File: src/rtl/urc_pkg.sv
// ----------------------------------------------------------------------------
// urc_pkg
// Shared types, constants and the one's-complement add for the UDP receive
// checker.
// ----------------------------------------------------------------------------
package urc_pkg;

  localparam int CFG_INDEX_W = 2;
  localparam int CFG_DATA_W  = 16;
  localparam int MAX_SLOTS   = 4;

  localparam logic [1:0] VERDICT_DELIVERED = 2'd0;
  localparam logic [1:0] VERDICT_TOO_SHORT = 2'd1;
  localparam logic [1:0] VERDICT_BAD_SUM   = 2'd2;
  localparam logic [1:0] VERDICT_NO_PORT   = 2'd3;

  localparam logic [15:0] PROTO_UDP      = 16'd17;
  localparam logic [15:0] HEADER_BYTES   = 16'd8;
  localparam logic [15:0] SUM_ALL_ONES   = 16'hffff;
  localparam logic [15:0] COUNT_MAX      = 16'hffff;
  localparam logic [31:0] ADDR_BROADCAST = 32'hffff_ffff;

  // Operands and header fields of one finished datagram
  typedef struct packed {
    logic        short_dgram;
    logic        csum_present;
    logic [15:0] sum_data;
    logic [15:0] sum_pseudo;
    logic [15:0] pad;
    logic [15:0] source_port;
    logic [15:0] dest_port;
    logic [15:0] total_length;
    logic [31:0] dest_addr;
  } fin_t;

  function automatic logic [15:0] oc_add(input logic [15:0] a, input logic [15:0] b);
    logic [16:0] s;
    s = {1'b0, a} + {1'b0, b};
    return s[15:0] + {15'd0, s[16]};
  endfunction

endpackage

File: src/rtl/urc_if.sv
// ----------------------------------------------------------------------------
// urc_if
// Valid/ready channels of the UDP receive checker: byte items in, verdicts out.
// ----------------------------------------------------------------------------
interface urc_in_if;
  logic        valid;
  logic        ready;
  logic [7:0]  data_byte;
  logic        last_byte;
  logic [31:0] source_address;
  logic [31:0] destination_address;

  modport source (output valid, data_byte, last_byte, source_address,
                  destination_address, input ready);
  modport sink (input valid, data_byte, last_byte, source_address,
                destination_address, output ready);
endinterface

interface urc_out_if;
  logic        valid;
  logic        ready;
  logic [1:0]  verdict;
  logic [1:0]  binding_index;
  logic [15:0] source_port;
  logic [15:0] payload_length;
  logic        send_unreachable;

  modport source (output valid, verdict, binding_index, source_port, payload_length,
                  send_unreachable, input ready);
  modport sink (input valid, verdict, binding_index, source_port, payload_length,
                send_unreachable, output ready);
endinterface

File: src/rtl/udp_receive_checker_core.sv
// ----------------------------------------------------------------------------
// udp_receive_checker_core
// UDP checksum check and port demultiplex for received datagrams.
// ----------------------------------------------------------------------------
// Usage:
//   item_in carries one datagram byte per item, header first, with last_byte
//   on the final byte; the IPv4 addresses are sampled with the first byte.
//   result_out carries one verdict item per datagram, produced only by the
//   last byte: delivered (with slot, source port and payload length), too
//   short, bad checksum, or no port (with the unreachable flag).
//   Throughput is one byte per cycle, set by the single-pass state update;
//   a last byte waits while the hand-off register is full. The verdict
//   passes through the input register, hand-off register and result register.
//   The cfg port binds a port to slot cfg_index; write only while idle.
//   Reset clears all bindings and the per-datagram state.
//   When result_out stalls, the result register holds; non-last bytes keep
//   flowing, and a last byte waits in the input register for the hand-off
//   register, so item_in.ready drops only when both later stages are full.
// ----------------------------------------------------------------------------
module udp_receive_checker_core #(
  parameter int NUM_BINDINGS = 4
) (
  input  logic                            clk,
  input  logic                            rst,
  urc_in_if.sink                          item_in,
  urc_out_if.source                       result_out,
  input  logic                            cfg_write,
  input  logic [urc_pkg::CFG_INDEX_W-1:0] cfg_index,
  input  logic [urc_pkg::CFG_DATA_W-1:0]  cfg_data
);
  import urc_pkg::*;

  // only the first four slots are addressable
  localparam int NUM_SLOTS = (NUM_BINDINGS < MAX_SLOTS) ? NUM_BINDINGS : MAX_SLOTS;

  logic [15:0] bound_port [NUM_SLOTS];
  fin_t        fin;
  logic        fin_valid;
  logic        fin_ready;

  // binding table
  urc_bind_regs #(
    .NUM_SLOTS (NUM_SLOTS)
  ) u_bind (
    .clk        (clk),
    .rst        (rst),
    .cfg_write  (cfg_write),
    .cfg_index  (cfg_index),
    .cfg_data   (cfg_data),
    .bound_port (bound_port)
  );

  // byte stage: capture header, accumulate sums
  urc_accum u_accum (
    .clk       (clk),
    .rst       (rst),
    .item_in   (item_in),
    .fin       (fin),
    .fin_valid (fin_valid),
    .fin_ready (fin_ready)
  );

  // verdict stage: fold, match, register the result
  urc_verdict #(
    .NUM_SLOTS (NUM_SLOTS)
  ) u_verdict (
    .clk        (clk),
    .rst        (rst),
    .fin        (fin),
    .fin_valid  (fin_valid),
    .fin_ready  (fin_ready),
    .bound_port (bound_port),
    .result_out (result_out)
  );

endmodule

File: src/rtl/urc_bind_regs.sv
// ----------------------------------------------------------------------------
// urc_bind_regs
// Port binding table, written through the configuration port.
// ----------------------------------------------------------------------------
module urc_bind_regs #(
  parameter int NUM_SLOTS = 4
) (
  input  logic                           clk,
  input  logic                           rst,
  input  logic                           cfg_write,
  input  logic [urc_pkg::CFG_INDEX_W-1:0] cfg_index,
  input  logic [urc_pkg::CFG_DATA_W-1:0]  cfg_data,
  output logic [15:0]                    bound_port [NUM_SLOTS]
);
  import urc_pkg::*;

  always_ff @(posedge clk) begin
    if (rst) begin
      for (int i = 0; i < NUM_SLOTS; i++) bound_port[i] <= 16'd0;
    end else if (cfg_write) begin
      for (int i = 0; i < NUM_SLOTS; i++) begin
        if (cfg_index == CFG_INDEX_W'(i)) bound_port[i] <= cfg_data[15:0];
      end
    end
  end

endmodule

File: src/rtl/urc_accum.sv
// ----------------------------------------------------------------------------
// urc_accum
// Input register and per-datagram state: header capture, data and
// pseudo-header sums, hand-off of the finished datagram.
// ----------------------------------------------------------------------------
module urc_accum (
  input  logic          clk,
  input  logic          rst,
  urc_in_if.sink        item_in,
  output urc_pkg::fin_t fin,
  output logic          fin_valid,
  input  logic          fin_ready
);
  import urc_pkg::*;

  logic        in_valid;
  logic [7:0]  in_byte;
  logic        in_last;
  logic [31:0] in_src;
  logic [31:0] in_dst;
  logic        fire;

  logic [15:0] byte_count, byte_count_next;
  logic [15:0] running_sum, running_sum_next;
  logic [7:0]  held_high_byte, held_high_byte_next;
  logic [15:0] sport, sport_next;
  logic [15:0] dport, dport_next;
  logic [15:0] total_length, total_length_next;
  logic        csum_present, csum_present_next;
  logic [31:0] src_addr, src_addr_next;
  logic [31:0] dst_addr, dst_addr_next;
  logic [15:0] pseudo_sum, pseudo_sum_next;
  fin_t        fin_next;

  // a last byte needs room in the hand-off register, others never wait
  assign fire          = in_valid && (!in_last || !fin_valid || fin_ready);
  assign item_in.ready = !in_valid || fire;

  always_ff @(posedge clk) begin
    if (rst) begin
      in_valid <= 1'b0;
    end else if (item_in.ready) begin
      in_valid <= item_in.valid;
    end
  end

  always_ff @(posedge clk) begin
    if (item_in.valid && item_in.ready) begin
      in_byte <= item_in.data_byte;
      in_last <= item_in.last_byte;
      in_src  <= item_in.source_address;
      in_dst  <= item_in.destination_address;
    end
  end

  always_comb begin
    byte_count_next     = byte_count;
    running_sum_next    = running_sum;
    held_high_byte_next = held_high_byte;
    sport_next          = sport;
    dport_next          = dport;
    total_length_next   = total_length;
    csum_present_next   = csum_present;
    src_addr_next       = src_addr;
    dst_addr_next       = dst_addr;
    pseudo_sum_next     = pseudo_sum;

    // header capture; fold the pseudo-header words in over the header bytes
    case (byte_count)
      16'd0: begin
        src_addr_next         = in_src;
        dst_addr_next         = in_dst;
        pseudo_sum_next       = PROTO_UDP;
        sport_next[15:8]      = in_byte;
      end
      16'd1: begin
        sport_next[7:0]       = in_byte;
        pseudo_sum_next       = oc_add(pseudo_sum, src_addr[31:16]);
      end
      16'd2: begin
        dport_next[15:8]      = in_byte;
        pseudo_sum_next       = oc_add(pseudo_sum, src_addr[15:0]);
      end
      16'd3: begin
        dport_next[7:0]       = in_byte;
        pseudo_sum_next       = oc_add(pseudo_sum, dst_addr[31:16]);
      end
      16'd4: begin
        total_length_next[15:8] = in_byte;
        pseudo_sum_next         = oc_add(pseudo_sum, dst_addr[15:0]);
      end
      16'd5: total_length_next[7:0] = in_byte;
      16'd6: begin
        csum_present_next = csum_present || (in_byte != 8'd0);
        pseudo_sum_next   = oc_add(pseudo_sum, total_length);
      end
      16'd7: csum_present_next = csum_present || (in_byte != 8'd0);
      default: ;
    endcase

    // sum the header and the bytes covered by the length field
    if (byte_count < HEADER_BYTES || byte_count < total_length) begin
      if (!byte_count[0]) begin
        held_high_byte_next = in_byte;
      end else begin
        running_sum_next = oc_add(running_sum, {held_high_byte, in_byte});
      end
    end

    if (byte_count != COUNT_MAX) byte_count_next = byte_count + 16'd1;

    fin_next.short_dgram  = (byte_count_next < HEADER_BYTES) ||
                            (total_length_next < HEADER_BYTES) ||
                            (total_length_next > byte_count_next);
    fin_next.csum_present = csum_present_next;
    fin_next.sum_data     = running_sum_next;
    fin_next.sum_pseudo   = pseudo_sum_next;
    fin_next.pad          = total_length_next[0] ? {held_high_byte_next, 8'h00} : 16'h0000;
    fin_next.source_port  = sport_next;
    fin_next.dest_port    = dport_next;
    fin_next.total_length = total_length_next;
    fin_next.dest_addr    = dst_addr_next;
  end

  always_ff @(posedge clk) begin
    if (rst || (fire && in_last)) begin
      byte_count     <= 16'd0;
      running_sum    <= 16'd0;
      held_high_byte <= 8'd0;
      sport          <= 16'd0;
      dport          <= 16'd0;
      total_length   <= 16'd0;
      csum_present   <= 1'b0;
      src_addr       <= 32'd0;
      dst_addr       <= 32'd0;
      pseudo_sum     <= 16'd0;
    end else if (fire) begin
      byte_count     <= byte_count_next;
      running_sum    <= running_sum_next;
      held_high_byte <= held_high_byte_next;
      sport          <= sport_next;
      dport          <= dport_next;
      total_length   <= total_length_next;
      csum_present   <= csum_present_next;
      src_addr       <= src_addr_next;
      dst_addr       <= dst_addr_next;
      pseudo_sum     <= pseudo_sum_next;
    end
  end

  always_ff @(posedge clk) begin
    if (rst) begin
      fin_valid <= 1'b0;
    end else if (fire && in_last) begin
      fin_valid <= 1'b1;
    end else if (fin_ready) begin
      fin_valid <= 1'b0;
    end
  end

  always_ff @(posedge clk) begin
    if (fire && in_last) fin <= fin_next;
  end

`ifndef SYNTHESIS
  a_clear_after_last: assert property (@(posedge clk) disable iff (rst)
    fire && in_last |=> byte_count == 16'd0)
    else $error("datagram state not cleared after last byte");

  a_input_hold: assert property (@(posedge clk) disable iff (rst)
    in_valid && !fire |=> in_valid && $stable(in_byte) && $stable(in_last))
    else $error("stalled input register lost its item");
`endif

endmodule

File: src/rtl/urc_verdict.sv
// ----------------------------------------------------------------------------
// urc_verdict
// Final checksum fold, port match and verdict, held in the result register.
// ----------------------------------------------------------------------------
module urc_verdict #(
  parameter int NUM_SLOTS = 4
) (
  input  logic          clk,
  input  logic          rst,
  input  urc_pkg::fin_t fin,
  input  logic          fin_valid,
  output logic          fin_ready,
  input  logic [15:0]   bound_port [NUM_SLOTS],
  urc_out_if.source     result_out
);
  import urc_pkg::*;

  logic [17:0] sum3;
  logic [16:0] fold1;
  logic [15:0] fold2;
  logic        found;
  logic [1:0]  slot;
  logic [1:0]  verdict_d;
  logic [1:0]  slot_d;
  logic [15:0] sport_d;
  logic [15:0] plen_d;
  logic        unreach_d;
  logic        load;

  assign fin_ready = !result_out.valid || result_out.ready;
  assign load      = fin_valid && fin_ready;

  always_comb begin
    sum3  = {2'b00, fin.sum_data} + {2'b00, fin.sum_pseudo} + {2'b00, fin.pad};
    fold1 = {1'b0, sum3[15:0]} + {15'd0, sum3[17:16]};
    fold2 = fold1[15:0] + {15'd0, fold1[16]};

    // lowest matching slot wins
    found = 1'b0;
    slot  = 2'd0;
    for (int i = NUM_SLOTS - 1; i >= 0; i--) begin
      if (bound_port[i] != 16'd0 && bound_port[i] == fin.dest_port) begin
        found = 1'b1;
        slot  = 2'(i);
      end
    end

    verdict_d = VERDICT_DELIVERED;
    slot_d    = 2'd0;
    sport_d   = 16'd0;
    plen_d    = 16'd0;
    unreach_d = 1'b0;
    if (fin.short_dgram) begin
      verdict_d = VERDICT_TOO_SHORT;
    end else begin
      sport_d = fin.source_port;
      if (fin.csum_present && fold2 != SUM_ALL_ONES) begin
        verdict_d = VERDICT_BAD_SUM;
      end else if (found) begin
        verdict_d = VERDICT_DELIVERED;
        slot_d    = slot;
        plen_d    = fin.total_length - HEADER_BYTES;
      end else begin
        verdict_d = VERDICT_NO_PORT;
        unreach_d = (fin.dest_addr != ADDR_BROADCAST);
      end
    end
  end

  always_ff @(posedge clk) begin
    if (rst) begin
      result_out.valid <= 1'b0;
    end else if (fin_ready) begin
      result_out.valid <= fin_valid;
    end
  end

  always_ff @(posedge clk) begin
    if (load) begin
      result_out.verdict          <= verdict_d;
      result_out.binding_index    <= slot_d;
      result_out.source_port      <= sport_d;
      result_out.payload_length   <= plen_d;
      result_out.send_unreachable <= unreach_d;
    end
  end

`ifndef SYNTHESIS
  a_short_verdict: assert property (@(posedge clk) disable iff (rst)
    load && fin.short_dgram |=>
      result_out.valid && result_out.verdict == VERDICT_TOO_SHORT)
    else $error("short datagram not reported as too short");

  a_broadcast_quiet: assert property (@(posedge clk) disable iff (rst)
    load && fin.dest_addr == ADDR_BROADCAST |=> !result_out.send_unreachable)
    else $error("unreachable flagged for broadcast datagram");
`endif

endmodule
File: src/flat_wrapper.sv
// flat-port wrapper written by rule: the top's interface ports become plain ports
module udp_receive_checker_core_flat import urc_pkg::*;
#(
  parameter int NUM_BINDINGS = 4
)
  (clk, rst, cfg_write, cfg_index, cfg_data, item_in_valid, item_in_data_byte, item_in_last_byte, item_in_source_address, item_in_destination_address, item_in_ready, result_out_valid, result_out_verdict, result_out_binding_index, result_out_source_port, result_out_payload_length, result_out_send_unreachable, result_out_ready);
  urc_in_if item_in_i ();
  urc_out_if result_out_i ();
  input  logic clk;
  input  logic rst;
  input  logic cfg_write;
  input  logic [urc_pkg::CFG_INDEX_W-1:0] cfg_index;
  input  logic [urc_pkg::CFG_DATA_W-1:0] cfg_data;
  input wire logic [$bits(item_in_i.valid)-1:0] item_in_valid;
  input wire logic [$bits(item_in_i.data_byte)-1:0] item_in_data_byte;
  input wire logic [$bits(item_in_i.last_byte)-1:0] item_in_last_byte;
  input wire logic [$bits(item_in_i.source_address)-1:0] item_in_source_address;
  input wire logic [$bits(item_in_i.destination_address)-1:0] item_in_destination_address;
  output wire logic [$bits(item_in_i.ready)-1:0] item_in_ready;
  output wire logic [$bits(result_out_i.valid)-1:0] result_out_valid;
  output wire logic [$bits(result_out_i.verdict)-1:0] result_out_verdict;
  output wire logic [$bits(result_out_i.binding_index)-1:0] result_out_binding_index;
  output wire logic [$bits(result_out_i.source_port)-1:0] result_out_source_port;
  output wire logic [$bits(result_out_i.payload_length)-1:0] result_out_payload_length;
  output wire logic [$bits(result_out_i.send_unreachable)-1:0] result_out_send_unreachable;
  input wire logic [$bits(result_out_i.ready)-1:0] result_out_ready;
  assign item_in_i.valid = item_in_valid;
  assign item_in_i.data_byte = item_in_data_byte;
  assign item_in_i.last_byte = item_in_last_byte;
  assign item_in_i.source_address = item_in_source_address;
  assign item_in_i.destination_address = item_in_destination_address;
  assign item_in_ready = item_in_i.ready;
  assign result_out_valid = result_out_i.valid;
  assign result_out_verdict = result_out_i.verdict;
  assign result_out_binding_index = result_out_i.binding_index;
  assign result_out_source_port = result_out_i.source_port;
  assign result_out_payload_length = result_out_i.payload_length;
  assign result_out_send_unreachable = result_out_i.send_unreachable;
  assign result_out_i.ready = result_out_ready;
  udp_receive_checker_core #(.NUM_BINDINGS(NUM_BINDINGS)) u_core (.clk(clk), .rst(rst), .item_in(item_in_i), .result_out(result_out_i), .cfg_write(cfg_write), .cfg_index(cfg_index), .cfg_data(cfg_data));
endmodule
File: config.mk
export PLATFORM = sky130hd
export DESIGN_NAME = udp_receive_checker_core_flat
export DESIGN_NICKNAME = d
export VERILOG_FILES = /design/src/rtl/urc_pkg.sv /design/src/rtl/urc_if.sv /design/src/rtl/udp_receive_checker_core.sv /design/src/rtl/urc_bind_regs.sv /design/src/rtl/urc_accum.sv /design/src/rtl/urc_verdict.sv /design/src/flat_wrapper.sv
export SDC_FILE = /design/constraint.sdc
export NUM_CORES = 1
export LEC_CHECK = 0
export CORE_MARGIN = 1.5
export CORE_UTILIZATION = 55
export CTS_CLUSTER_DIAMETER = 100
export DETAILED_ROUTE_END_ITERATION = 8
export DONT_BUFFER_PORTS = 1
export PLACE_DENSITY = 0.79
export SETUP_SLACK_MARGIN = 0.3
export SYNTH_ARGS = -nofsm -noshare
export SYNTH_HDL_FRONTEND = slang
export SYNTH_SLANG_ARGS = --single-unit
File: constraint.sdc
create_clock -name clk -period 19 [get_ports clk]
set_clock_uncertainty 0.15 [all_clocks]
set_input_delay 0.95 -clock clk [delete_from_list [all_inputs] [get_ports clk]]
set_output_delay 0.95 -clock clk [all_outputs]
set_load 0.05 [all_outputs]
Word-level counts from Yosys, hierarchy flattened
Index checks and enable logic that the tools add are counted.
Word-level totals
  register bits after elaboration: 476
  bits in latches: 0
  bits in writable memories: 0
  memory bits (read-only): 0
  bits of input ports: 96
  output and inout port bits: 39
  word-level logic and storage cells: 143
  memories kept: 0
Operators by class
  add/sub/neg operators: 18
  multiply operators: 0
  divide/modulo/power cells: 0
  $lt $le $gt $ge: 5
  equal/unequal tests: 17
  shift operators: 0
  mux-type cells: 25
  bitwise gates (word level): 1
  reductions and logical operators: 40
Operators by type and width (count)
  16-bit by 16-bit adder with 17-bit output: 7
  16-bit by 1-bit adder with 16-bit output: 7
  16-bit case mux with 6 select lines: 1
  16-bit == test: 4
  16-bit by 3-bit == test with 1-bit output (second input constant): 4
  8-bit 2-to-1 mux: 8
  16-bit nonzero test: 4
  16-bit by 4-bit < comparator with 1-bit output (second input constant): 3
  16-bit 2-to-1 mux: 3
  16-bit by 2-bit == test with 1-bit output (second input constant): 2
  32-bit 2-to-1 mux: 1
  16-bit inequality test (second input constant): 2
  32-bit inequality test (second input constant): 1
  17-bit by 16-bit adder with 18-bit output: 1
  16-bit by 2-bit adder with 17-bit output: 1
  16-bit by 1-bit adder with 16-bit output (second input constant): 1
  16-bit by 1-bit == test with 1-bit output (second input constant): 1
  16-bit > comparator: 1
  16-bit zero test: 1
  16-bit < comparator: 1
  16-bit by 4-bit subtractor with 16-bit output (second input constant): 1
  2-bit AND reduction: 5
  1-bit logical AND: 9
  1-bit logical OR: 9
  13 further kinds: 28

Depth between registers and ports, before layout
Gate-level depths: netlist of the first run.
  depth after elaboration: 8
  mapped depth: 30
  depth with buffers taken out: 28

By module
From an unflattened synthesis of the first run, not the netlist that was laid out.
Unflattened totals
  cell total of the unflattened synthesis: 3131
  area total of the unflattened synthesis: 29089.1 um^2
Modules (own cells, without submodules)
  urc_accum: times used 1, cells an instance 2333, area an instance 21600.7 um^2, sequential area each 9278.9 um^2
  urc_verdict: times used 1, cells an instance 569, area an instance 4938.5 um^2, sequential area each 1131.1 um^2
  urc_bind_regs: times used 1, cells an instance 229, area an instance 2549.9 um^2, sequential area each 1281.2 um^2

Worst setup path after synthesis of the first run
OpenSTA, ideal clock, no wires.
  kind: register -> register
  from: register, netlist name u_core.u_accum.fin[90]
  to: register u_core.u_verdict.result_out.payload_length[12], data pin
  arrival time: 6261 ps
  path slack: 12454 ps
  stages on the path, launching flop included: 29
  path through: edfxtp_1 -> fa_1 -> ha_1 -> a21oi_1 -> inv_1 -> a2111oi_0 -> a21oi_1 -> a21o_1 -> a21oi_1 -> xnor2_1 -> ha_1 -> fa_1 -> and3_1 -> buf_1 -> nand4_1 -> or3_1 -> nor4_1 -> ha_1 -> ha_1 -> nand2_1 -> a2111oi_0 -> o21ai_0 -> or4b_1 -> nor4_1 -> o21ai_1 -> o32ai_4 -> nand2_4 -> buf_6 -> nor2_2
On the way
  word-level cells in the longest chain between the ends: 6
RTL lines
  17-bit by 16-bit adder with 18-bit output: RTL line urc_verdict.sv:34  | sum3 = {2'b00, fin.sum_data} + {2'b00, fin.sum_pseudo} + {2'b00, fin.pad};
  16-bit by 2-bit adder with 17-bit output: RTL line urc_verdict.sv:35  | fold1 = {1'b0, sum3[15:0]} + {15'd0, sum3[17:16]};
  16-bit by 1-bit adder with 16-bit output: RTL line urc_verdict.sv:36  | fold2 = fold1[15:0] + {15'd0, fold1[16]};
  16-bit inequality test: RTL line urc_verdict.sv:57  | if (fin.csum_present && fold2 != SUM_ALL_ONES) begin
  1-bit logical AND: RTL line urc_verdict.sv:57
  3-bit OR reduction (no line)
  to (signal assigned): RTL line urc_verdict.sv:83  | result_out.payload_length <= plen_d;
  to (decl): RTL line urc_if.sv:28  | modport source (output valid, verdict, binding_index, source_port, payload_length,
Every way passes these cells.
A chain may end at the register's enable or synchronous reset.

Worst setup path in the final report of the first run
  from: register, netlist name u_core.u_accum.fin[90]
  to: register u_core.u_verdict.result_out.payload_length[8], data pin
On the way
  word-level cells in the longest chain between the ends: 6
RTL lines (RTL line)
  17-bit by 16-bit adder with 18-bit output: urc_verdict.sv:34
  16-bit by 2-bit adder with 17-bit output: urc_verdict.sv:35
  16-bit by 1-bit adder with 16-bit output: urc_verdict.sv:36
  16-bit inequality test: urc_verdict.sv:57
  1-bit logical AND: urc_verdict.sv:57
  3-bit OR reduction (no line)
Every way passes these cells.

==> metrics.md, run 1 <==
| Metric | Value |
|---|---|
| GRT overflow | 0 |
| Setup CP Type | reg -> reg |
| Most frequent cell after synthesis | nand2_1 |
| Predominant post-synthesis flop cell | dfxtp_1 |
| Vias in the first global route | 21315 |
| DP Wirelength | 52300 um |
| Final worst path period share | 0.387 |
| Post-DRT Antenna Nets | 0 |
| Via Count | 22048 |
| Port Buf Inserts | 0 |
| Die height | 227 um |
| Antenna diode count | 0 |
| Clk sinks | around 470 |
| Power Density | about 85 nW/um^2 |
| Critical path startpoint category | flop |
| Cell taking the most area after synthesis | edfxtp_1 |
| Root buffer cell | clkbuf_16 |
| Comb power frac | 0.149 |
| DRT Wirelength | about 70000 um |
| Initial antenna violation count | 0 |
| Post-route minimum period | about 7300 ps |
| I/O Pins | 135 |
| Synthesis-to-layout area growth | 7.52% |
| Row cnt | 81 |
| First-pass GRT wire length | about 110000 um |
| Die width | around 230 um |
| CORE AREA | 49200 sq um |
| Final setup fails | 0 |
| CP Capture Type | flop |
| Final Core Density | 0.601 |
| Share of power burned in registers | 0.464 |
| Crit Path Max Fanout | 13 |
| Net Sw Power | roughly 0.00068 W |
| RSZ-0062 raised after global routing | false |
| Global Route Usage Sum | 0.279 |
| H-tree levels | 2 |
| Ys async rst share | 0 |
| CTS tree | built |
| Reg clk slew, reported paths | roughly 60 ps |
| Worst slew pin tran | 1120 ps |
| Yosys top cell area share | 0.254 |
| Switching Fraction | 0.273 |
| Synth cell types | 92 |
| FF+latch count, synth | around 470 |
| Clk pwr share | 0.387 |
| Fin. max-slew vios | 0 |
| VDD IR max | 0.0813 mV |
| Initial Util | 0.559 |
| Lkg Pwr | 11.4 nW |
| Starting DRT DRC Count | about 2000 |
| Vias per cell | 6.12 |
| Fmax | 136 MHz |
| CTS resizes | 0 |
| Status | completed |
| Pint | between 0.0015 and 0.002 W |
| Share of cells above drive strength 1 | 0.0701 |
| Max-cap violations | 0 |
| Setup Buffers After CTS | 0 |
| Worst path required time | between 15000 and 20000 ps |
| Yosys warning count | 0 |
| Top cells by area, synth | edfxtp_1, dfxtp_1, ha_1 |
| Post-synthesis sequential area ratio | 0.425 |
| TritonCTS Buffers | 49 |
| Mapped Avg Cell Area | 9.26 sq um |
| # nets final | 3181 |
| Skew-Pair Late Insertion Delay | 600 ps |
| Netlist Area Pre-Place | 27500 sq um |
| Residual DRC | 0 |
| Cells after synthesis | a little under 3000 |
| Number of synthesized flops with an enable pin | 232 |
| Final TNS setup | 0 ps |
| Final Hold Viols | 0 |
| Pin count of the biggest net entering global routing | 85 |
| Syn nets | 3250 |
| Relative slew margins | 0.254 |
| CTS Buffer Depth | 3 |
| GPL Wtd Cong | 0.936 |
| Die Area | 51300 sq um |
| Worst min-delay path class | in -> reg |
| Drt wl/cell | between 15 and 20 um |
| Synth cell count leaders | nand2_1, a21oi_1, dfxtp_1 |
| Hold_buf cts | 0 |
| Crit path arrival time | between 7000 and 8000 ps |
| Drt first pass iters | 5 |
## flip-flops by register name (all words and copies together), names as in the netlist, 32 cells and up
name                      count
u_core.u_accum.in_dst        32
u_core.u_accum.src_addr      32
u_core.u_bind.bound_port     64
u_core.u_accum.dst_addr      32
u_core.u_accum.in_src        32
u_core.u_accum.fin          122
## metrics by stage
step	worst slack (ps)	cells	cell area, sq um	hold WS, ps	power, W
floorplan	12450	2967	27500	284	0.00145
global placement	11790	3511	27900	291	0.00153
detailed placement	11730	3511	27900	295	0.00155
CTS	11720	3603	29500	247	0.00251
global route	11000	3603	29500	241	0.00259
finish	11650	3603	29500	264	0.00250
## worst max-delay path: stages (launching register included)
cell and delay (ps):
edfxtp_1 390, fa_1 480, ha_1 380, a21oi_1 200, inv_1 50, a2111oi_0 530
a21oi_1 180, a21o_1 220, a21oi_1 170, xnor2_1 150, ha_1 210, fa_1 210
and3_1 260, nand4_1 160, or3_1 440, nor4_1 300, ha_1 220, ha_1 130
nand2_1 50, a2111oi_0 320, o21ai_0 190, or4b_1 530, nor4_1 250, o21ai_1 150
o32ai_4 450, nand2_4 230, a21oi_1 180
## kinds of logic (layout without fill, tap and decap cells)
family | count (synthesis) | count (layout) | synth area share
and+or+nand+nor | 1150 | 1150 | 0.197
buffers and inverters | 218 | 190 | 0.0304
DFF | 468 | 468 | 0.425
adders and majority gates | 187 | 187 | 0.0895
muxes | 90 | 90 | 0.0353
xor gates and xnor gates | 246 | 246 | 0.0794
AOI/OAI and AO/OA | 608 | 608 | 0.143
## metal layers
layer  share of wire  track usage  routed length [um]
met4           0.040        0.118                2840
met2            0.48        0.473               34000
met3           0.066       0.0386                4720
met5               0            0                   0
met1            0.42        0.356               29700
## cells in the final DEF, fill, tap and decap left out, types with 10 or more instances in the layout
cell,netlist,final
and3_1,33,31
xnor2_1,139,139
inv_1,80,80
buf_4,0,18
or2_2,14,13
o21a_1,29,29
ha_1,171,171
xor2_1,105,105
o211ai_1,11,11
nor2_2,10,10
clkbuf_1,124,17
nor2b_1,34,33
nor3_1,79,79
o22ai_1,11,11
o21bai_1,11,11
mux2i_1,34,34
and2_1,19,16
a31oi_1,13,13
nor2_1,211,211
edfxtp_1,232,232
nor3b_1,12,12
nor4_1,55,55
dfxtp_1,236,236
a21oi_1,252,252
a21o_1,36,36
nand2b_1,24,24
clkbuf_16,0,51
nand4_1,48,48
fa_1,16,16
nand3_1,57,57
a211oi_1,39,39
a221oi_1,12,12
mux2_2,56,56
or3_1,17,17
nand2_1,488,486
o31ai_1,13,13
o21ai_0,78,78
a2111oi_0,11,11
## worst paths after layout
path	startpoint	depth (start not counted)	endpoint	slack (ps)
min	rst	1	u_core.u_bind.bound_port[16]	260
max reg2reg	u_core.u_accum.fin[90]	26	u_core.u_verdict.result_out.payload_length[8]	11650
max	u_core.u_accum.fin[90]	26	u_core.u_verdict.result_out.payload_length[8]	11650
min reg2reg	u_core.u_accum.sport[15]	2	u_core.u_accum.sport[15]	300
## power by group through the flow
| stage | Sequential (W) | Clock (W) | Combinational (W) |
|---|---|---|---|
| 2_1_floorplan | 0.00116 | 0 | 0.000285 |
| 3_3_place_gp | 0.00118 | 0 | 0.000355 |
| 3_5_place_dp | 0.00118 | 0 | 0.000365 |
| 4_1_cts | 0.00116 | 0.000979 | 0.000368 |
| 5_1_grt | 0.00116 | 0.00101 | 0.000410 |
| 6_report | 0.00116 | 0.000966 | 0.000373 |
## cell type report
class	count	area, sq um
well taps	664	831
clock inverters	21	228
clock buffers	71	1380
flip-flops and latches	468	11700
inverters	80	300
fillers	4059	19600
multi-input cells	2281	15000
repair buffers	18	135
Power figures use the tool's default switching activity.
==> inputs of run 2 (changes only) <==
==> constraint.sdc (replaced) <==
create_clock -name clk -period 7.2 [get_ports clk]
set_clock_uncertainty 0.15 [all_clocks]
set_input_delay 0.36 -clock clk [delete_from_list [all_inputs] [get_ports clk]]
set_output_delay 0.36 -clock clk [all_outputs]
set_load 0.05 [all_outputs]
==> run 2 against run 1 <==
Sequential power grew to 2.6 times the previous value. Via count is 2.8% higher. Count of clock-buffer cells in the layout is 11 lower. Combinational power grew to 2.9 times the previous value. Register-to-register slack worse by 11000 ps. Critical endpoint is now u_core.u_verdict.result_out.payload_length[15].
==> metrics.md, run 2 (synthesis gave the netlist of run 1 again) <==
| Metric | Value |
|---|---|
| Met3 usage | 0.0386 (unchanged) |
| CORE AREA | 49200 sq um (unchanged) |
| Final worst path period share | 0.922 (+0.535) |
| TritonCTS Buffers | 50 (+2.0%) |
| Top flop regs | u_core.u_accum.fin: 122 flops, u_core.u_bind.bound_port: 64 flops |
| First-pass GRT wire length | 116000 um (+2.5%) |
| Port Buf Inserts | 0 (unchanged) |
| Die height | 227 um (unchanged) |
| Share of cells above drive strength 1 | 0.0806 (+0.0105) |
| Gr busiest metal | met2 |
| RSZ-0062 raised after global routing | false |
| Final Hold Viols | 0 (unchanged) |
| Pin count of the biggest net entering global routing | 85 (unchanged) |
| GPL Wtd Cong | 0.963 (+2.9%) |
| Initial antenna violation count | 5 (+5) |
| Reg clk slew, reported paths | 60 ps (about the same) |
| I/O Pins | 135 (unchanged) |
| Drt wl/cell | 19.9 um (+0.83%) |
| DRT Wirelength | 74200 um (+4.1%) |
| Fillcell total | 3855 (-5.0%) |
| Net Sw Power | 0.00191 W (+180%) |
| FF+latch area | 11700 sq um (unchanged) |
| Post-DRT Antenna Nets | 0 (unchanged) |
| Drt first pass iters | 6 (+1) |
| CP Capture Type | flop |
| Initial Util | 0.559 (unchanged) |
| Via Count | 22655 (+2.8%) |
| Die width | 227 um (unchanged) |
| Crit Path Max Fanout | 13 (unchanged) |
| Final TNS setup | 0 ps (unchanged) |
| Status | completed |
| Skew-Pair Late Insertion Delay | 600 ps (about the same) |
| Crit path arrival time | 6940 ps (-700 ps) |
| Design Area, Final | 30900 sq um (+4.5%) |
| Share of power burned in registers | 0.450 (-0.014) |
| Critical path startpoint category | flop |
| Max-cap violations | 0 (unchanged) |
| Max FFs per register | 122 (unchanged) |
| Row cnt | 81 (unchanged) |
| GR Util met2 | 0.486 (+0.0132) |
| CTS Buffer Depth | 3 (unchanged) |
| Vias per cell | 6.09 (-0.45%) |
| GRT overflow | 0 (unchanged) |
| Die Area | 51300 sq um (unchanged) |
| Vias in the first global route | 21993 (+3.2%) |
| Area of the multi-input gates | 15100 sq um (+0.86%) |
| Grt met1 use | 0.358 (+0.00179) |
| Post-route minimum period | 6640 ps (-710 ps) |
| Power, Total | 0.00678 W (+170%) |
| Root buffer cell | clkbuf_16 |
| Residual DRC | 0 (unchanged) |
| Commonest non-fill, non-tap cells in the layout | nand2_1, a21oi_1, dfxtp_1 |
| CTS tree | built |
| Clk sinks | 468 (unchanged) |
| Setup CP Type | reg -> reg |
| Biggest register | u_core.u_accum.fin |
| Worst slew pin tran | 1190 ps (+66.6 ps) |
| Clk pwr share | 0.390 (+0.003) |
| Hold depth | 4 (+3) |
| Switching Fraction | 0.281 (+0.00829) |
| Relative slew margins | 0.210 (-0.0444) |
| Pint | 0.00487 W (+170%) |
| VDD IR max | 0.230 mV (+180%) |
| Power Density | 220 nW/um^2 (+160%) |
| Worst min-delay path class | in -> reg |
| Fmax | 151 MHz (+11%) |
| Final setup fails | 0 (unchanged) |
| H-tree levels | 2 (unchanged) |
| Worst path required time | 7510 ps (-11780 ps) |
| Global Route Usage Sum | 0.287 (+0.00817) |
| Post-Place Cell Area | 28000 sq um (+0.26%) |
| # nets final | 3294 (+3.6%) |
| Most common cell after layout, fill and taps aside | nand2_1 |
| Lkg Pwr | 11.9 nW (+4.5%) |
| Starting DRT DRC Count | 2098 (+5.5%) |
| R2r setup slk | 560 ps (-11090 ps) |
| Synthesis-to-layout area growth | 12.4% |
| Comb power frac | 0.160 (+0.011) |
| DP Wirelength | 51900 um (-0.73%) |
| Fin. max-slew vios | 0 (unchanged) |
| Worst Reg2Reg Path Length in Cells | 27 (+3.8%) |
-- run 2: cell types whose count changed in the layout (fill, tap and decap cells not counted), sizes merged --
cell | before | now
dlygate4sd3 | 0 | 100
buf | 18 | 30
clkbuf | 71 | 60
clkinv | 11 | 15
inv | 83 | 87
clkinvlp | 3 | 6
diode | 0 | 3
bufinv | 4 | 5
-- run 2: what timing repair did --
item / CTS / global route
hold buffers: 101 / 0
endpoints found under the hold margin: 159 / 0
pin swaps: 0 / 7
setup buffers: 0 / 3
gates resized for setup: 2 / 27
setup endpoints to repair: 15 / 21
-- run 2: path summary, 6_finish.rpt --
path,to,from
worst max-delay path,u_core.u_verdict.result_out.payload_length[15],u_core.u_accum.fin[114]
worst min-delay path,u_core.u_bind.bound_port[48],cfg_write
worst max register to register,u_core.u_verdict.result_out.payload_length[15],u_core.u_accum.fin[114]
worst min register to register,u_core.u_accum.dport[3],u_core.u_accum.dport[3]
-- run 2: area by class of cell --
class,instances,area share
clock buffer,60,0.0430
clock inverter,33,0.0115
inverter,80,0.00972
sequential,468,0.379
antenna,3,0.000243
multi-input combinational,2281,0.489
timing repair buffer,130,0.0408
tap,664,0.0269
-- run 2: critical path: stages, from the launching register on --
cell      delay (ps)
edfxtp_1         400
ha_1             330
ha_1             360
a211oi_4         320
nor3_1           120
o31ai_2          250
a21oi_2          110
a21o_1           190
a21oi_1          180
xnor2_1          150
ha_2             210
fa_2             220
and3_4           220
nand4_1          130
or3_4            440
nor4_4           250
ha_2             210
ha_1             170
and2_4           180
nand3_2          120
xnor2_2          240
or4b_1           470
nor4_1           170
o21ai_1          150
o32ai_4          330
buf_12           180
nand2_8          100
nor2_2           150
-- run 2: per-stage QoR --
step	hold WS, ps	setup WS, ps	std cells	utilization
after global routing	88.1	289	3716	0.628
after CTS	70.1	325	3713	0.625
after floorplan	284	654	2967	-
after global placement	289	313	3519	0.570
after detailed placement	289	194	3519	0.570
final	98.7	565	3719	0.628
-- run 2: power by group through the flow --
stage	logic [W]	clock network (W)	registers (W)
CTS	0.00104	0.00268	0.00305
detailed placement	0.000976	0	0.00310
global placement	0.000952	0	0.00310
finish	0.00108	0.00265	0.00305
floorplan	0.000752	0	0.00307
global route	0.00118	0.00279	0.00306
-- run 2: metal layers --
layer  vias up  share of wire
met2       885           0.48
met3       237          0.065
met4         0          0.050
met1     10718           0.41
li1      10815              -
met5         -              0
==> inputs of run 3 (changes only) <==
--- a/config.mk
+++ b/config.mk
@@ -14,4 +14,5 @@
 export SETUP_SLACK_MARGIN = 0.3
 export SYNTH_ARGS = -nofsm -noshare
 export SYNTH_HDL_FRONTEND = slang
+export SYNTH_HIERARCHICAL = 1
 export SYNTH_SLANG_ARGS = --single-unit
==> run 3 against run 2 <==
The run now ends with setup timing left. Hold slack lost 24 ps. Non-clock buffer count up 47. Combinational power increased by 35%. Cell count rose by 6.2%.
==> metrics.md, run 3 <==
| Metric | Value |
|---|---|
| Final Hold Viols | 0 (unchanged) |
| Antenna diode count | 0 (-3) |
| Worst path required time | 7450 ps (-60 ps) |
| Crit path max-delay cell type | o41a_4 |
| Design Area, Final | 33200 sq um (+7.4%) |
| Relative slew margins | 0.116 (-0.0931) |
| CTS tree | built |
| I/O Pins | 135 (unchanged) |
| Clk sinks | 468 (unchanged) |
| Crit path top cell by count | buf_4 |
| Biggest register | u_core/u_accum/fin |
| Crit path arrival time | 7670 ps (+730 ps) |
| Max-cap violations | 0 (unchanged) |
| FF+latch count, synth | 468 (unchanged) |
| Top flop regs | u_core/u_accum/fin: 122 flops, u_core/u_bind/bound_port: 64 flops |
| DRT Wirelength | 82000 um (+11%) |
| Most common cell after layout, fill and taps aside | nand2_1 |
| Post-Place Cell Area | 29700 sq um (+6.0%) |
| Cells after synthesis | 3131 (+5.5%) |
| Share of cells above drive strength 1 | 0.101 (+0.0199) |
| Predominant post-synthesis flop cell | dfxtp_1 |
| Setup CP Type | reg -> reg |
| Fillcell total | 4113 (+6.7%) |
| Final worst path period share | 1.03 (+0.109) |
| Mapped Avg Cell Area | 9.29 sq um (+0.32%) |
| Area of the multi-input gates | 16800 sq um (+11%) |
| Worst slew pin tran | 1330 ps (+140 ps) |
| FF+latch area | 11700 sq um (unchanged) |
| GPL Wtd Cong | 0.972 (+0.86%) |
| Cells after DPL | 3711 (+5.5%) |
| Drt first pass iters | 8 (+2) |
| Max incr delay on CP | 460 ps (about the same) |
| Violated checks | setup timing |
| # nets final | 3506 (+6.4%) |
| Critical path startpoint category | flop |
| Ys async rst share | 0 (unchanged) |
| GRT overflow | 0 (unchanged) |
| Synthesis-to-layout area growth | 14.0% |
| Top cells by area, synth | edfxtp_1, dfxtp_1, ha_1 |
| DP Wirelength | 57700 um (+11%) |
| Reg-to-Reg Start | u_core/u_accum/fin[96] |
| Reg clk slew, reported paths | 60 ps (about the same) |
| Min setup slack post-route | -219 ps (-784 ps) |
| Final setup fails | 21 (+21) |
| Worst Reg2Reg Path Length in Cells | 42 (+56%) |
| Pin count of the biggest net entering global routing | 92 (+8.2%) |
| Power Density | 218 nW/um^2 (-0.63%) |
| Die Area | 54300 sq um (+5.8%) |
| Yosys top cell area share | 0.239 (-0.0140) |
| Status | complete, but fails checks |
| Die width | 233 um (+2.8%) |
| Post-DRT Antenna Nets | 0 (unchanged) |
| Vias in the first global route | 23684 (+7.7%) |
| Yosys warning count | 6 (+6) |
| TritonCTS Buffers | 50 (unchanged) |
| Hold depth | 4 (unchanged) |
| CTS Buffer Depth | 3 (unchanged) |
| Root buffer cell | clkbuf_16 |
| Fin. max-slew vios | 0 (unchanged) |
| Most frequent cell after synthesis | nand2_1 |
| Netlist Area Pre-Place | 29100 sq um (+5.9%) |
| Post-Layout Cell Count | 3950 (+6.2%) |
| Initial Util | 0.555 (-0.00439) |
| Hold path start | result_out_ready |
| Drt wl/cell | 20.8 um (+4.1%) |
| Number of synthesized flops with an enable pin | 232 (unchanged) |
| Residual DRC | 0 (unchanged) |
| Initial antenna violation count | 0 (-5) |
| Setup crit start | u_core/u_accum/fin[96] |
| Die height | 233 um (+2.8%) |
| Port Buf Inserts | 0 (unchanged) |
| Crit Path Max Fanout | 7 (-6) |
| Via Count | 24184 (+6.7%) |
| Vias per cell | 6.12 (+0.51%) |
| VDD IR max | 0.220 mV (-4.2%) |
| Max FFs per register | 122 (unchanged) |
| CORE AREA | 52400 sq um (+6.7%) |
| RSZ-0062 raised after global routing | true |
| Global Route Usage Sum | 0.298 (+0.0115) |
| Worst min-delay path class | in -> reg |
| Lkg Pwr | 12.8 nW (+7.6%) |
| Skew-Pair Late Insertion Delay | 600 ps (about the same) |
| Synth cell count leaders | nand2_1, dfxtp_1, edfxtp_1 |
| CP Capture Type | flop |
| First-pass GRT wire length | 127000 um (+10%) |
| Cell taking the most area after synthesis | edfxtp_1 |
| Starting DRT DRC Count | 2061 (-1.8%) |
| Commonest non-fill, non-tap cells in the layout | nand2_1, dfxtp_1, edfxtp_1 |
| Synth cell types | 102 (+11%) |
| Post-route minimum period | 7420 ps (+784 ps) |
| Fmax | 135 MHz (-11%) |
| H-tree levels | 2 (unchanged) |
| Row cnt | 84 (+3.7%) |
| Post-synthesis sequential area ratio | 0.402 (-0.0236) |
## run 3: what timing repair did
action / CTS / global route
gates cloned: 3 / 0
buffers inserted: 34 / 12
resized for setup: 33 / 32
endpoints found under the setup margin: 21 / 21
hold buffers: 97 / 0
endpoints found under the hold margin: 146 / 0
pin swaps: 7 / 17
## run 3: worst paths after layout
kind	endpoint	slack, ps
worst max-delay path	u_core/u_verdict/result_out.payload_length[13]	-220
worst max register to register	u_core/u_verdict/result_out.payload_length[13]	-220
worst min-delay path	u_core/u_accum/fin_valid	70
worst min register to register	u_core/u_accum/dport[11]	310
## run 3: kinds of logic (layout without fill, tap and decap cells)
logic type / after synthesis / in the layout / synth area share
AOI/OAI and AO/OA: 656 / 656 / 0.148
xor gates and xnor gates: 264 / 264 / 0.0804
adders and majority gates: 189 / 189 / 0.0836
buffers and inverters: 250 / 374 / 0.0352
DFF: 468 / 468 / 0.402
muxes: 152 / 152 / 0.0546
other: 1 / 8 / 0.000129
and+or+nand+nor: 1151 / 1151 / 0.196
## run 3: worst max-delay path: cells and delay by family, from the launching register on
kind / cells / cell delay (ps)
fa+ha+maj: 5 / 1320
buf+inv: 19 / 2380
xor+xnor: 3 / 490
simple gates: 11 / 1760
compound gates: 4 / 780
flops: 1 / 340
## run 3: through the flow
stage	TNS, ps	utilization	setup slack, ps	hold WS [ps]	total power [W]
finish	-3320	0.632	-219	74.8	0.00724
global route	-9780	0.632	-515	102	0.00751
CTS	0	0.627	10.3	26.1	0.00719
detailed placement	-2900	0.566	-231	288	0.00440
global placement	0	0.566	20.2	284	0.00436
floorplan	0	-	316	273	0.00406
## run 3: power breakdown
group	switching, W	leakage (nW)	internal (W)
Combinational	0.000872	7.87	0.000586
Clock	0.00110	0.844	0.00162
Sequential	0.000135	4.09	0.00293
Total	0.00210	12.8	0.00514
## run 3: cell type report
| cell class | count | area share |
|---|---|---|
| clock buffers | 59 | 0.0403 |
| clock inverters | 34 | 0.0118 |
| inverters | 104 | 0.0118 |
| multi-input cells | 2420 | 0.507 |
| flip-flops and latches | 468 | 0.352 |
| well taps | 688 | 0.0260 |
| repair buffers | 177 | 0.0503 |
## run 3: metal layers
| layer | track usage | vias to the layer above | part of all wire |
|---|---|---|---|
| met5 | 0 | - | 0 |
| met4 | 0.135 | 0 | 0.048 |
| met3 | 0.0418 | 220 | 0.063 |
| met2 | 0.505 | 874 | 0.48 |
| met1 | 0.377 | 11569 | 0.41 |
| li1 | - | 11521 | - |
